## src/design/crossfaded_chirp_sample_generator_defines.svh

```systemverilog
// ----------------------------------------------------------------------------
// Crossfaded chirp generator assertion macros
// Shared concurrent assertion forms, clocked on clk_i, quiet during reset.
// ----------------------------------------------------------------------------
`ifndef CROSSFADED_CHIRP_SAMPLE_GENERATOR_DEFINES_SVH
`define CROSSFADED_CHIRP_SAMPLE_GENERATOR_DEFINES_SVH

// Property must hold at every clock edge outside reset.
`define CCSG_ASSERT(lbl, prop, msg) \
  lbl: assert property (@(posedge clk_i) disable iff (!rst_ni) (prop)) else $error(msg);

// Condition must never be seen outside reset.
`define CCSG_NEVER(lbl, cond, msg) \
  lbl: assert property (@(posedge clk_i) disable iff (!rst_ni) !(cond)) else $error(msg);

`endif

```

## src/design/ccsg_div_pipe.sv

```systemverilog
// ----------------------------------------------------------------------------
// Pipelined restoring divider
// One quotient bit per stage; partial remainder may start nonzero (< den).
// ----------------------------------------------------------------------------
`timescale 1ns / 1ps

module ccsg_div_pipe #(
  parameter int NUM_W = 20,
  parameter int DEN_W = 15,
  parameter int PAY_W = 8
) (
  input  logic             clk_i,
  input  logic             rst_ni,
  input  logic             en_i,
  input  logic             valid_i,
  input  logic [NUM_W-1:0] num_i,
  input  logic [DEN_W-1:0] rem_i,
  input  logic [DEN_W-1:0] den_i,
  input  logic [PAY_W-1:0] pay_i,
  output logic             valid_o,
  output logic [NUM_W-1:0] quo_o,
  output logic [DEN_W-1:0] rem_o,
  output logic [PAY_W-1:0] pay_o
);

  logic             v_q   [NUM_W];
  logic [NUM_W-1:0] nq_q  [NUM_W];  // numerator bits out the top, quotient in the bottom
  logic [DEN_W-1:0] rem_q [NUM_W];
  logic [DEN_W-1:0] den_q [NUM_W];
  logic [PAY_W-1:0] pay_q [NUM_W];

  for (genvar k = 0; k < NUM_W; k++) begin : g_step
    logic             v_in;
    logic [NUM_W-1:0] nq_in;
    logic [DEN_W-1:0] rem_in;
    logic [DEN_W-1:0] den_in;
    logic [PAY_W-1:0] pay_in;
    logic [DEN_W:0]   trial;
    logic             fit;

    if (k == 0) begin : g_first
      assign v_in   = valid_i;
      assign nq_in  = num_i;
      assign rem_in = rem_i;
      assign den_in = den_i;
      assign pay_in = pay_i;
    end else begin : g_next
      assign v_in   = v_q[k-1];
      assign nq_in  = nq_q[k-1];
      assign rem_in = rem_q[k-1];
      assign den_in = den_q[k-1];
      assign pay_in = pay_q[k-1];
    end

    assign trial = {rem_in, nq_in[NUM_W-1]};
    assign fit   = trial >= {1'b0, den_in};

    always_ff @(posedge clk_i or negedge rst_ni) begin
      if (!rst_ni) begin
        v_q[k] <= 1'b0;
      end else if (en_i) begin
        v_q[k] <= v_in;
      end
    end

    always_ff @(posedge clk_i) begin
      if (en_i) begin
        nq_q[k]  <= {nq_in[NUM_W-2:0], fit};
        rem_q[k] <= fit ? DEN_W'(trial - {1'b0, den_in}) : trial[DEN_W-1:0];
        den_q[k] <= den_in;
        pay_q[k] <= pay_in;
      end
    end
  end

  assign valid_o = v_q[NUM_W-1];
  assign quo_o   = nq_q[NUM_W-1];
  assign rem_o   = rem_q[NUM_W-1];
  assign pay_o   = pay_q[NUM_W-1];

endmodule

```

## config.mk

```make
export PLATFORM = sky130hd
export DESIGN_NAME = ccsg_div_pipe
export DESIGN_NICKNAME = d
export VERILOG_FILES = /design/src/design/crossfaded_chirp_sample_generator_defines.svh /design/src/design/ccsg_div_pipe.sv
export SDC_FILE = /design/constraint.sdc
export NUM_CORES = 2
export LEC_CHECK = 0
export ABC_AREA = 1
export CAP_MARGIN = 0
export CORE_AREA = 2 2 595 419
export CTS_BUF_LIST = sky130_fd_sc_hd__clkbuf_8 sky130_fd_sc_hd__clkbuf_16
export CTS_CLUSTER_SIZE = 30
export DETAILED_ROUTE_END_ITERATION = 8
export DIE_AREA = 0 0 597 421
export DONT_BUFFER_PORTS = 1
export PLACE_DENSITY = 0.36
export RECOVER_POWER = 50
export SKIP_LAST_GASP = 1
export SLEW_MARGIN = 20
export SYNTH_ARGS = -nofsm -noshare
export SYNTH_HDL_FRONTEND = slang
export SYNTH_SLANG_ARGS = --single-unit
```

## constraint.sdc

```tcl
create_clock -name clk_i -period 3.3 [get_ports clk_i]
set_clock_uncertainty 0.15 [all_clocks]
set_input_delay 0.33 -clock clk_i [delete_from_list [all_inputs] [get_ports clk_i]]
set_output_delay 0.33 -clock clk_i [all_outputs]
set_load 0.02 [all_outputs]
```

== Word level (Yosys, flattened, before mapping) ==
Memories as Yosys holds them, arrays and structs flattened.
Index checks and enable logic that the tools add are counted.
Cells by class
  $add $sub $neg: 20
  magnitude comparators: 20
  multiplexer cells: 22
Operator list (number)
  $ge 16x15->1: 20
  $mux 15: 20
  $sub 15x15->15: 20
  $mux 1: 2
Word-level totals
  register bits: 20
  memory bits (writable): 1160
  logic and storage cells: 86
  memories kept: 4
Memories
  nq_q: depth 20, bits a word 20, read ports 20, clocked after memory_dff 0, wr ports 20, RTL line ccsg_div_pipe.sv:27  | logic [NUM_W-1:0] nq_q [NUM_W];
  den_q: depth 20, bits a word 15, read ports 19, clocked after memory_dff 0, wr ports 20, RTL line ccsg_div_pipe.sv:29  | logic [DEN_W-1:0] den_q [NUM_W];
  rem_q: depth 20, bits a word 15, read ports 20, clocked after memory_dff 0, wr ports 20, RTL line ccsg_div_pipe.sv:28  | logic [DEN_W-1:0] rem_q [NUM_W];
  pay_q: depth 20, bits a word 8, read ports 20, clocked after memory_dff 0, wr ports 20, RTL line ccsg_div_pipe.sv:30  | logic [PAY_W-1:0] pay_q [NUM_W];

== Depth between registers and ports, before layout ==
  depth after elaboration: 2
  gate-level depth with buffers: 14

== Worst setup path after synthesis ==
OpenSTA, ideal clock, no wires.
  kind: flip-flop to flip-flop
  start point: memory den_q[9][0]
  end point: memory rem_q[10][13], in the netlist rem_q[2][43], data pin
  library setup time: 253 ps
  arrival time: 1762 ps
  data required time: 2897 ps
  slack: 1135 ps
  cell stages (with the launch flop): 14
  period minus slack after synthesis: 2165 ps
  cells stage by stage: edfxtp_1 > ha_1 > fa_1 > inv_1 > nand2_1 > nand2_1 > nand3_1 > nand3_1 > nand2_1 > nand2_2 > inv_2 > buf_4 > nand2_1 > nand2_1
RTL lines (RTL line)
  from (decl): ccsg_div_pipe.sv:29
  to (decl): ccsg_div_pipe.sv:28

==> run summary <==
number of synthesized flops with an enable pin: 1145
DRC Markers: 0
setup TNS: 0 ns
Pwr Total: 59.6 mW
Period Utilization, post-route: 93.1%
dpl ws: -0.387 ns
max-cap violation count: 2
part of the power in the clock network: 26.9%
area delta synth->final: 16.9%
DRT Pass-1 Iters: 5
status: finished with violations
clk sinks: 1165
sequential area share after synthesis: 59.4%
cells after synthesis: 6103
post-route ant nets: 0
crit path launch: den_i[5]
final design utilization: 27.9%
PwrDens: 868 nW/um^2
row cnt: 153
Die Span Y: 421 um
clk buf depth: 4
DIE AREA: 251000 um^2
ys async rst share: 1.72%
endpoints failing hold: 0
Final Non-Filler Cells: 9707
First DRT Iteration DRCs: 2569
fmax: 325 MHz
CTS Buf Count: 147
die width: 597 um
Sw Pwr: 22.7 mW
Seq pwr share: 37.0%
Final Wtd Congestion: 0.807
IO Count: 106
DRT Wirelength: 143000 um
core area: 247000 um^2
nets: 6727
Final setup violation count: 0
clock latency on the worst-skew pair: 0.81 ns
Total GRT Usage: 11.3%
internal reg-to-reg setup slack: 0.56 ns
RSZ-0062 raised after global routing: no
Final Slew Violations: 160
post-synthesis cell area: 58700 um^2
kind of critical path: input port to flop
count of cell types in the netlist: 35
VDD IR max: 0.000377 V
Yosys top cell area share: 58.5%
Worst Path Max Fanout: 14
CTS Root Cell: clkbuf_16
reg2reg path depth: 12
P_int: 36.9 mW
Starting Density: 23.8%
vias in the first global route: 38100
largest net degree at the start of global routing: 158
WP data arrival: 3.47 ns
Worst Tran Pin Value: 2.41 ns
WL/cell: 14.7 um
Startpoint Class: input port
dominant cells by area after synthesis: edfxtp_1 59%, nand2_1 13%, inv_1 7.4%
Via density: 4.01
Setup WS post-layout: 0.226 ns
top-count cell post-synth: nand2_1
Post-Place Cells: 9342
dpl hpwl: 103000 um
Placement Cell Area: 62900 um^2
Avg Inst Size Synth: 9.63 um^2
worst path required time: 3.70 ns
min Tclk post-route: 3.07 ns
Crit. End Element: flop
share of layout cells above drive strength 1: 5.18%
initial antenna violation count: 5
first-pass GRT wire length: 223000 um
Worst slew margin: -60.3%
I/O Buffers: 0
switching fraction of total power: 38.0%
Static Leak: 31.1 nW
DR vias: 38900
FF+latch count, synth: 1165
Hold Slack: 0.0793 ns
Yosys top cell by area: edfxtp_1
failing checks: capacitance limit, slew limit
total gr overflow: 0
Mapped Nets: 6485
top post-synthesis cells by count: 2094 x nand2_1, 1152 x inv_1, 1145 x edfxtp_1
Multi-input gate area: 19100 um^2
register area: 34900 um^2
worst setup path endpoint: rem_q[0][14]
fill count: 26000
Comb power frac: 36.1%
end of the worst register-to-register path: rem_q[2][32]
r2r startpoint: den_q[9][0]
clock-pin slew on the worst setup and hold paths: 0.06 ns
CTS tree: done
Synth Warn #: 0
worst min-delay path class: input port to flop
fin area: 68700 um^2
Post-synth top flop: edfxtp_1
CTS H-tree lvls: 4
-- power by group through the flow --
| stage | clock network [mW] | registers (mW) | logic, mW |
|---|---|---|---|
| 2_1_floorplan | 0 | 21.4 | 16.0 |
| 3_3_place_gp | 0 | 22.5 | 21.3 |
| 3_5_place_dp | 0 | 22.4 | 21.4 |
| 4_1_cts | 16.9 | 22.2 | 21.6 |
| 5_1_grt | 17.4 | 22.4 | 25.0 |
| 6_report | 16.0 | 22.1 | 21.5 |
-- cells by family (layout without fill, tap and decap cells) --
family,Yosys count,in the layout,share of synthesized area [%]
AND/OR/NAND/NOR,3086,3086,22.0
adder cells (fa/ha/maj),320,320,7.07
flip-flops,1165,1165,59.4
other,0,5,0
XOR/XNOR,104,104,1.55
buffers and inverters,1212,1556,8.10
AO/OA/AOI/OAI,216,216,1.90
-- layout make-up --
type | instances | area share [%]
Multi-Input combinational cell | 3726 | 27.8
Timing Repair Buffer | 137 | 2.22
Tap cell | 3255 | 5.93
Clock inverter | 100 | 1.34
Sequential cell | 1165 | 50.8
Antenna cell | 5 | 0.0182
Clock buffer | 151 | 5.49
Inverter | 1168 | 6.39
-- placed cells by master, fill, tap and decap left out, types with 9 or more instances in the layout --
cell,n
ha_1,300
dlygate4sd3_1,104
bufinv_16,16
nand3b_1,40
or2_2,23
inv_2,15
nand4_1,88
clkinvlp_4,12
edfxtp_1,1145
dfrtp_1,20
a21oi_1,118
clkinv_2,22
buf_4,18
buf_16,10
nand2_2,23
inv_1,1170
or2_0,9
nand2_1,2094
nand3_1,382
o21ai_1,32
clkinv_1,23
fa_1,20
clkbuf_16,152
o21ai_0,62
xor2_1,96
nor2_1,337
and2_1,60
-- sequential cells by signal, summed over array words and instances, names as in the netlist --
| signal | cells |
|---|---|
| den_q | 285 |
| g_step.v_in | 19 |
| nq_q | 400 |
| pay_q | 160 |
| rem_q | 300 |
| valid_o | 1 |
-- timing repair --
item	4_1_cts	5_1_grt
hold endpoints to repair	148	1
hold buffers	106	1
buffers inserted	0	0
endpoints found under the setup margin	0	34
resized for setup	0	3
-- metal layers --
metal,vias to the layer above,routed length [um],global-route usage (%)
li1,20200,-,-
met1,18000,77100,17.5
met2,569,55800,15.6
met3,190,6740,2.14
met4,0,3270,3.00
met5,-,0,0
-- worst min-delay path by stage --
stage                     cells after the start  startpoint               to  slack [ns]
after CTS                                     5   rem_i[14]       nq_q[0][0]      0.0005
after floorplan                               0      rst_ni  g_step[10].v_in       -0.12
after global placement                        0      rst_ni   g_step[5].v_in       -0.11
after global routing                          1    den_i[2]      den_q[0][2]        0.03
final                                         1    den_i[2]      den_q[0][2]        0.08
after detailed placement                      0      rst_ni   g_step[5].v_in       -0.11
-- critical path: stages --
cell and delay, ns:
dlygate4sd3_1 0.54, dlygate4sd3_1 0.60, inv_1 0.06, ha_1 0.35, nand2_1 0.12, nor2_1 0.14
nand3_1 0.14, nand3_1 0.13, nand2_1 0.09, nand2_4 0.18, inv_4 0.12, nand2_1 0.07
nand2_1 0.05, dlygate4sd3_1 0.54
Power figures use the tool's default switching activity.
